File: config.mk
export PLATFORM = sky130hd
export DESIGN_NAME = ped_sqrt
export DESIGN_NICKNAME = d
export VERILOG_FILES = /design/src/hw/rtl/ped_sqrt.sv
export SDC_FILE = /design/constraint.sdc
export NUM_CORES = 2
export LEC_CHECK = 0
export BUFFER_PORTS_ARGS = -buffer_cell sky130_fd_sc_hd__buf_2
export CORE_ASPECT_RATIO = 1.1
export CORE_UTILIZATION = 60
export CTS_CLUSTER_SIZE = 12
export DETAILED_ROUTE_END_ITERATION = 12
export MAX_ROUTING_LAYER = met4
export PLACE_DENSITY = 0.8
export SLEW_MARGIN = 0
export SYNTH_ARGS = -nofsm -noshare
export SYNTH_HDL_FRONTEND = slang
export SYNTH_MEMORY_MAX_BITS = 65536
export SYNTH_SLANG_ARGS = --single-unit
File: constraint.sdc
create_clock -name clk -period 13.5 [get_ports clk]
set_input_delay 0.675 -clock clk [delete_from_list [all_inputs] [get_ports clk]]
set_output_delay 0.675 -clock clk [all_outputs]
set_load 0.03 [all_outputs]
File: src/hw/rtl/ped_sqrt.sv
// pipelined integer square root, one root bit per stage, with side data carried along
module ped_sqrt #(
	parameter int RW = 64,
	parameter int SW = 1
) (
	input  logic                clk,
	input  logic                arst_n,
	input  logic                in_valid,
	output logic                in_ready,
	input  logic [RW-1:0]       in_rad,
	input  logic [SW-1:0]       in_side,
	output logic                out_valid,
	input  logic                out_ready,
	output logic [RW/2-1:0]     out_root,
	output logic [SW-1:0]       out_side
);

	localparam int NST = RW / 2;

	logic          v_s    [NST];
	logic [RW-1:0] rem_s  [NST];
	logic [RW-1:0] root_s [NST];
	logic [SW-1:0] side_s [NST];
	logic          rdy    [NST+1];

	assign rdy[NST]  = out_ready;
	assign in_ready  = rdy[0];
	assign out_valid = v_s[NST-1];
	assign out_root  = root_s[NST-1][RW/2-1:0];
	assign out_side  = side_s[NST-1];

	for (genvar k = 0; k < NST; k++) begin : g_stage
		logic          vi;
		logic [RW-1:0] rem_i, root_i, rem_o, root_o;
		logic [SW-1:0] side_i;

		if (k == 0) begin : g_first
			assign vi     = in_valid;
			assign rem_i  = in_rad;
			assign root_i = '0;
			assign side_i = in_side;
		end else begin : g_next
			assign vi     = v_s[k-1];
			assign rem_i  = rem_s[k-1];
			assign root_i = root_s[k-1];
			assign side_i = side_s[k-1];
		end

		// one trial subtraction of root plus the current bit
		always_comb begin
			logic [RW-1:0] bitv, trial;
			bitv  = RW'(1) << (RW - 2 - 2 * k);
			trial = root_i + bitv;
			if (rem_i >= trial) begin
				rem_o  = rem_i - trial;
				root_o = (root_i >> 1) + bitv;
			end else begin
				rem_o  = rem_i;
				root_o = root_i >> 1;
			end
		end

		assign rdy[k] = !v_s[k] || rdy[k+1];

		always_ff @(posedge clk or negedge arst_n) begin
			if (!arst_n) v_s[k] <= 1'b0;
			else if (rdy[k]) v_s[k] <= vi;
		end

		always_ff @(posedge clk) begin
			if (rdy[k] && vi) begin
				rem_s[k]  <= rem_o;
				root_s[k] <= root_o;
				side_s[k] <= side_i;
			end
		end
	end

endmodule

==> reports/metrics.yaml <==
detailed_routing:
  drt-total-wl_um: 290000
  firstDrtPassIters: 8
  via_per_inst: 6.19
  antenna_left: 0
  vias: 79356
  drc: 0
  first_iter_violations: 7879
  wl_per_cell_um: 22.6
global_routing:
  grt_pass1_wl_um: 448000
  antenna_found_initial: 5
  grt_usage: 0.290
  grt_pass1_vias: 78899
  grt_max_degree: 80
  overflow: 0
floorplan:
  start_util: 0.604
  die-area_um2: 205000
  core_um2: 202000
  die_x_um: 432
  io_pins: 104
  rows: 173
  die_h_um: 475
min_path:
  min_to: "rem_s[0][63]"
  worstHoldStart: "in_rad[63]"
  hold_path_depth: 3
  hp-class: "in -> reg"
synthesis:
  ys_seq_area_frac: 0.632
  synth-edff-count: 2544
  synth-seq-cells: 2576
  netlist_instances: 9615
  synth_area_leaders: "edfxtp_1 (63%), ha_1 (5.7%), xnor2_1 (3.3%)"
  synth_top_area_frac: 0.626
  ys.flop_type: "edfxtp_1"
  synth_cell_types: 94
  syn_nets: 10242
  async_reset_ff_frac: 0.0124
  syn_area_um2: 122000
  yosysWarningCount: 0
  synth_top_area_cell: "edfxtp_1"
  avgSynthCellArea_um2: 12.7
timing:
  drv_slew: 0
  finClkSkew_ps: 84.5
  tightest_slew_ps: 1290
  setup_viol: 0
  fin_crit_sh: 0.389
  period_needed_ps: 5260
  rsz0062_at_grt: "no"
  hold_viol_final: 0
  fin_setup_tns_ps: 0
  max-slew-margin-rel: 0.130
  max_freq_mhz: 190
clocking:
  clk_latency_ps: 950
  clockRootBuffer: "clkbuf_16"
  ctsResizeCount: 0
  clk_pin_slew_ps: 60
  cts_buffers: 285
  clock_sinks: 2576
  cts_htree_levels: 5
  cts_tree: "built"
  clk_path_buf_depth: 4
finish:
  drive_gt1_frac: 0.0685
  layout_common_cells: "edfxtp_1 (2,544), inv_1 (709), nand2_1 (622)"
  nets: 10570
  final_common_cell: "edfxtp_1"
  stdcell_count: 12826
  area_growth_pct: 10.5
setup_path:
  r2r_slack_ps: 8240
  crit_chain: "or4_1, nor4bb_1, buf_4, nand2b_1, nor4bb_1, and2_1, and3_1, inv_1, mux2_2"
  start_kind: "register"
  slowest_delay_ps: 1020
  criticalPathCategory: "reg -> reg"
  worst_ep_arrival_time_ps: 5930
  path_buf_inv: 2
  r2r_cells: 9
  crit_path_frequent_cell: "nor4bb_1"
  regToRegEndpoint: "rem_s[1][862]"
  cpMaxStageDelayCell: "and3_1"
  reg2reg_from: "rem_s[1][808]"
  critPathCaptureType: "register"
  critical_path.top_delay_family: "simple AND/OR/NAND/NOR gates"
  required_ps: 14170
  critPathMaxFanout: 31
place:
  globalplace.congestion: 0.952
  dp_hpwl_um: 207000
  io_buffers: 103
  dp.cells: 12302
job:
  cap_violations: 0
power_and_ir_drop:
  p_per_area_nw_per_um2: 187
  leakagePower_nw: 50.3
  irDropWorstVdd_uv: 115
outcome:
  status: "completed"
[registers in the layout (all words and copies together) (netlist names)]
register    flops
out_valid       1
side_s         32
g_stage.vi     31
rem_s        1984
root_s        528
[synth_stat cells, drive strengths merged, types with 28 or more instances]
library cell,instances
nand3,169
or2,58
nor4b,46
o21bai,48
xnor2,462
buf,34
nand4,172
nand2,622
nor2,554
nor3,264
nand4b,33
or4,80
and3,46
nand3b,29
a21o,214
a211oi,41
or3,107
o21ai,477
dfrtp,32
nor3b,28
o211ai,47
a31oi,56
clkbuf,151
a21oi,524
o31ai,48
ha,558
nand2b,130
a21boi,29
and2,54
o21a,96
inv,713
mux2,57
edfxtp,2544
xor2,409
nor2b,69
nor4,332
[metal layers]
| layer | wire (µm) | track usage | vias to the layer above |
|---|---|---|---|
| met5 | 0 | - | - |
| met4 | 10100 | 0.101 | 0 |
| met3 | 19700 | 0.0468 | 661 |
| met2 | 147000 | 0.492 | 3119 |
| met1 | 114000 | 0.351 | 38867 |
| li1 | - | - | 36709 |
[what timing repair did]
item / 4_1_cts / 5_1_grt
hold buffers: 66 / 0
hold endpoints to repair: 97 / 0
buffers inserted: 0 / 0
[worst reg2reg max path, stage by stage (launching register included)]
cell	delay [ps]
edfxtp_1	420
or4_1	590
nor4bb_1	290
buf_4	210
nand2b_1	210
nor4bb_1	550
and2_1	280
and3_1	1020
inv_1	900
mux2_2	530
[cell families (layout without fill, tap and decap cells)]
group,Yosys count,count (layout),share of synthesized area
compound gates,1793,1793,0.0918
xor+xnor,871,871,0.0625
fa+ha+maj,558,558,0.0572
buf+inv,898,1391,0.0281
flops,2576,2576,0.632
mux,70,70,0.00632
other cells,0,6,0
simple gates,2849,2849,0.122
[power by group]
group / internal, mW / leakage, nW / switching, mW / total, mW
clock: 4.19 / 4.04 / 3.04 / 7.22
combinational: 2.64 / 21.2 / 3.91 / 6.55
sequential: 10.5 / 25.0 / 0.956 / 11.5
total: 17.3 / 50.3 / 7.91 / 25.2
[worst max-delay path by stage]
stage                        from            end  slack, ps  cells after the start
detailed placement  rem_s[1][808]  rem_s[1][862]       8230                      9
global placement    rem_s[1][808]  rem_s[1][862]       8320                      9
floorplan               out_ready  rem_s[1][192]       4900                      8
global route        rem_s[1][808]  rem_s[1][862]       7880                      9
finish              rem_s[1][808]  rem_s[1][862]       8240                      9
CTS                 rem_s[1][808]  rem_s[1][862]       8200                      9
[stage by stage]
stage / power [mW] / area [µm²] / hold slack, ps / util / setup WS [ps]
after floorplan: 16.1 / 122000 / 379 / - / 4900
after global placement: 17.8 / 126000 / 401 / 0.623 / 8320
after detailed placement: 18.0 / 126000 / 405 / 0.623 / 8230
after CTS: 25.2 / 135000 / 17.9 / 0.667 / 8200
after global routing: 26.4 / 135000 / 72.7 / 0.667 / 7880
final: 25.2 / 135000 / 101 / 0.667 / 8240
[final cells by class]
class,count,area (µm²)
timing repair buffer,226,1600
sequential,2576,77200
fill,14080,67200
multi-input combinational,6141,41700
inverter,713,2680
antenna,6,15.0
tap,2712,3390
clock buffer,378,7680
clock inverter,74,657
(Power assumes the default switching activity.)
