==> src/hw/rtl/ped_div.sv <==
// pipelined restoring divider, one quotient bit per stage, several lanes sharing one valid
module ped_div #(
	parameter int LANES = 1,
	parameter int DW    = 35,
	parameter int QW    = 17,
	parameter int SW    = 1
) (
	input  logic                            clk,
	input  logic                            arst_n,
	input  logic                            in_valid,
	output logic                            in_ready,
	input  logic [LANES-1:0][DW+QW-1:0]     in_num,
	input  logic [LANES-1:0][DW-1:0]        in_den,
	input  logic [SW-1:0]                   in_side,
	output logic                            out_valid,
	input  logic                            out_ready,
	output logic [LANES-1:0][QW-1:0]        out_quo,
	output logic [SW-1:0]                   out_side
);

	localparam int NW = DW + QW;

	logic                        v_s    [QW];
	logic [LANES-1:0][NW-1:0]    rem_s  [QW];
	logic [LANES-1:0][DW-1:0]    den_s  [QW];
	logic [LANES-1:0][QW-1:0]    quo_s  [QW];
	logic [SW-1:0]               side_s [QW];
	logic                        rdy    [QW+1];

	assign rdy[QW]   = out_ready;
	assign in_ready  = rdy[0];
	assign out_valid = v_s[QW-1];
	assign out_quo   = quo_s[QW-1];
	assign out_side  = side_s[QW-1];

	for (genvar k = 0; k < QW; k++) begin : g_stage
		logic                     vi;
		logic [LANES-1:0][NW-1:0] rem_i, rem_o;
		logic [LANES-1:0][DW-1:0] den_i;
		logic [LANES-1:0][QW-1:0] quo_i, quo_o;
		logic [SW-1:0]            side_i;

		if (k == 0) begin : g_first
			assign vi     = in_valid;
			assign rem_i  = in_num;
			assign den_i  = in_den;
			assign quo_i  = '0;
			assign side_i = in_side;
		end else begin : g_next
			assign vi     = v_s[k-1];
			assign rem_i  = rem_s[k-1];
			assign den_i  = den_s[k-1];
			assign quo_i  = quo_s[k-1];
			assign side_i = side_s[k-1];
		end

		// compare against the shifted divisor and shift in one quotient bit
		always_comb begin
			logic [NW-1:0] shd;
			for (int l = 0; l < LANES; l++) begin
				shd = NW'(den_i[l]) << (QW - 1 - k);
				if (rem_i[l] >= shd) begin
					rem_o[l] = rem_i[l] - shd;
					quo_o[l] = {quo_i[l][QW-2:0], 1'b1};
				end else begin
					rem_o[l] = rem_i[l];
					quo_o[l] = {quo_i[l][QW-2:0], 1'b0};
				end
			end
		end

		assign rdy[k] = !v_s[k] || rdy[k+1];

		always_ff @(posedge clk or negedge arst_n) begin
			if (!arst_n) v_s[k] <= 1'b0;
			else if (rdy[k]) v_s[k] <= vi;
		end

		always_ff @(posedge clk) begin
			if (rdy[k] && vi) begin
				rem_s[k]  <= rem_o;
				den_s[k]  <= den_i;
				quo_s[k]  <= quo_o;
				side_s[k] <= side_i;
			end
		end
	end

endmodule

==> config.mk <==
export PLATFORM = sky130hd
export DESIGN_NAME = ped_div
export DESIGN_NICKNAME = d
export VERILOG_FILES = /design/src/hw/rtl/ped_div.sv
export SDC_FILE = /design/constraint.sdc
export NUM_CORES = 2
export LEC_CHECK = 0
export BUFFER_PORTS_ARGS = -buffer_cell sky130_fd_sc_hd__buf_2
export CELL_PAD_IN_SITES_DETAIL_PLACEMENT = 0
export CELL_PAD_IN_SITES_GLOBAL_PLACEMENT = 1
export CORE_UTILIZATION = 52
export CTS_BUF_LIST = sky130_fd_sc_hd__clkbuf_16
export DETAILED_ROUTE_END_ITERATION = 16
export MAX_ROUTING_LAYER = met4
export PLACE_DENSITY = 0.83
export SLEW_MARGIN = 20
export SYNTH_ARGS = -nofsm -noshare
export SYNTH_HDL_FRONTEND = slang
export SYNTH_SLANG_ARGS = --single-unit
==> constraint.sdc <==
create_clock -name clk -period 12.3 [get_ports clk]
set_clock_uncertainty 0.1 [all_clocks]
set_input_delay 1.23 -clock clk [delete_from_list [all_inputs] [get_ports clk]]
set_output_delay 1.23 -clock clk [all_outputs]
set_load 0.02 [all_outputs]
==> impl_metrics.py <==
metrics = {
    "cts": {
        "cts_hold_buf": 0,
        "cts_tree": "built",
        "clk_pin_slew_ns": 0.06,
        "root_buffer": "clkbuf_16",
        "cts.sinks": 1579,
        "clock_latency_ns": 0.85,
        "cts_resized": 0,
        "numCtsBuffers": 172,
        "cts_buffer_depth": 3,
        "cts_htree_levels": 4,
        "post_cts_buffers": 0,
    },
    "synthesis": {
        "synth_cell_type_count": 89,
        "syn_nets": 8884,
        "syn-cell-area_sq_um": 89000,
        "synth_top_area_share_pct": 52.7,
        "syn_avg_cell_area_sq_um": 10.9,
        "seq_area_frac_synth_pct": 53.2,
        "ys_ff_latch": 1579,
        "post_synth_inst_count": 8181,
        "yosys-top-cells-area": "edfxtp_1 (53%), ha_1 (8.4%), a21oi_1 (4.2%)",
        "async_reset_ff_share_pct": 1.08,
        "synth_flop_cell": "edfxtp_1",
        "synth_top_area_cell": "edfxtp_1",
        "ys_warn_count": 0,
        "synth-edff-count": 1562,
    },
    "critical_path": {
        "criticalPathCategory": "register to register",
        "worst-path-max-fanout": 18,
        "critPathRequiredTime_ns": 12.79,
        "cp-start-kind": "register",
        "end_kind": "register",
        "critPathArrivalTime_ns": 5.84,
    },
    "drt": {
        "dr.pass1.iters": 7,
        "via_per_inst": 5.65,
        "drtAntennaViolNets": 0,
        "drc": 0,
        "vias": 60200,
        "drt_first_iter_violations": 2835,
        "routedWlPerCell_um": 18.7,
        "drt_wl_total_mm": 199,
    },
    "floorplan": {
        "pin_count": 112,
        "row_count": 151,
        "start_util_pct": 52.5,
        "dieHeight_um": 416,
        "dieArea_sq_um": 173000,
        "core_area_sq_um": 170000,
        "fp.dieW_um": 416,
    },
    "placed_design": {
        "portBuffers": 111,
        "dp_slack_ns": 6.79,
        "gp_congestion": 1.02,
        "place_hpwl_mm": 157,
        "placed_area_sq_um": 92200,
    },
    "global_route": {
        "grt_start_max_net_pins": 92,
        "busiest_layer": "met2",
        "grt_pass1_vias": 61900,
        "grtUsageTotal_pct": 23.5,
        "grtUsageMet1_pct": 21.2,
        "grt_use_met3_pct": 2.63,
        "grt_pass1_wl_mm": 314,
        "antenna_found_initial": 2,
        "grt_overflow_total": 0,
        "global_route.usage.met2_pct": 45.2,
    },
    "sta": {
        "fmax_mhz": 187,
        "fin_tns_setup_ns": 0,
        "rsz0062_at_grt": "false",
        "setup_ws_ns": 6.94,
        "relSlewSlack_pct": 21.7,
        "report.final.slew_viol_count": 0,
        "finalSetupViolCount": 0,
        "finalCriticalPeriod_ns": 5.36,
        "hold_viol_final": 0,
        "worst_pin_slew_ns": 1.16,
        "fin_crit_sh_pct": 43.5,
    },
    "final_layout": {
        "area.growth.synth_to_final_pct": 9.83,
        "layout_common_cells": "edfxtp_1 (1,562), inv_1 (786), a21oi_1 (745)",
        "n_fill_cell": 14200,
        "drive_above_1_share_pct": 7.24,
        "postLayoutCoreUtil_pct": 57.6,
        "diodes": 0,
        "final_common_cell": "edfxtp_1",
        "final_area_sq_um": 97800,
        "regArea_sq_um": 47300,
        "nets": 9009,
        "multi_input_area_sq_um": 38300,
    },
    "status": {
        "status": "complete, no violations",
    },
    "hold_path": {
        "hold_path_class": "primary input to async pin",
    },
    "power_and_ir_drop": {
        "powerDensity_nw_per_um2": 248,
        "peakVddDrop_uv": 175,
        "p_leak_nw": 38.9,
    },
    "job": {
        "cap_violations": 0,
    },
}
## through the flow
stage          hold WS [ns]  cells  total power [mW]
2_1_floorplan         0.300   8181              16.7
3_5_place_dp          0.305  10300              19.3
4_1_cts               0.152  10700              24.3
6_report              0.208  10700              24.3
5_1_grt               0.204  10700              25.9
3_3_place_gp          0.300  10300              19.1
## cells in the mapped netlist, drive strengths merged, types with 68 or more instances
cell type / n
nor4: 72
ha: 595
mux2: 94
nor2b: 82
o21bai: 70
edfxtp: 1562
xor2: 275
clkbuf: 195
a21o: 309
inv: 746
nand4: 137
nand2: 667
nor2: 520
o21ai: 557
nand2b: 105
o21a: 68
a21oi: 747
a31oi: 72
nand3: 130
xnor2: 352
nor3: 106
## cell type report
type                            count  area share, %
Sequential cell                  1579           48.4
Multi-Input combinational cell   5637           39.2
Clock buffer                      173           4.43
Inverter                          746           2.86
Tap cell                         2218           2.84
Clock inverter                    139           1.24
Timing Repair Buffer              170           1.04
## per-layer routing
layer	share of wire (%)	wire, um
met1	35	70500
met2	55	109000
met3	2.7	5310
met4	7.3	14400
met5	0	0
## critical path: stages, from the launching register on
cell and delay [ns]:
edfxtp_1 0.40, ha_1 0.23, fa_1 0.40, nand2b_1 0.19, a2111oi_0 0.83, o311ai_0 0.26
a21boi_1 0.53, a21o_1 0.34, nand2_1 0.13, nand2_1 0.19, nor2_4 0.04, buf_4 0.18
inv_1 0.33, o211ai_1 0.26, nor3_1 0.42, nand2_1 0.13, xnor2_1 0.15
## final timing paths
| path | slack (ns) | start | to | cells past startpoint |
|---|---|---|---|---|
| min reg2reg | 0.29 | quo_s[0][187]$_DFFE_PP_ | quo_s[0][205]$_DFFE_PP_ | 0 |
| max | 6.94 | den_s[0][385]$_DFFE_PP_ | rem_s[0][667]$_DFFE_PP_ | 16 |
| max in group asynchronous | 11.59 | arst_n | g_stage[9].vi$_DFFE_PN0P_ | 1 |
| min in group clk | 0.29 | quo_s[0][187]$_DFFE_PP_ | quo_s[0][205]$_DFFE_PP_ | 0 |
| min | 0.21 | arst_n | g_stage[11].vi$_DFFE_PN0P_ | 1 |
| max reg2reg | 6.94 | den_s[0][385]$_DFFE_PP_ | rem_s[0][667]$_DFFE_PP_ | 16 |
## where the power goes
part           internal, mW  switching (mW)
clock network          2.83            2.14
logic                  4.29            6.10
registers              8.11           0.812
## kinds of logic (layout without fill, tap and decap cells)
| group | count (synthesis) | after routing | synth area share [%] |
|---|---|---|---|
| muxes | 99 | 99 | 1.25 |
| adders and majority gates | 611 | 611 | 8.72 |
| xor gates and xnor gates | 627 | 627 | 6.17 |
| buffers and inverters | 965 | 1228 | 4.10 |
| DFF | 1579 | 1579 | 53.2 |
| and+or+nand+nor | 2105 | 2105 | 11.4 |
| AOI/OAI and AO/OA | 2195 | 2195 | 15.2 |
## flip-flops by register name (all words and copies together) (netlist names)
signal / count
side_s: 17
den_s: 560
g_stage.vi: 16
quo_s: 153
out_valid: 1
rem_s: 832
(Power assumes the default switching activity.)
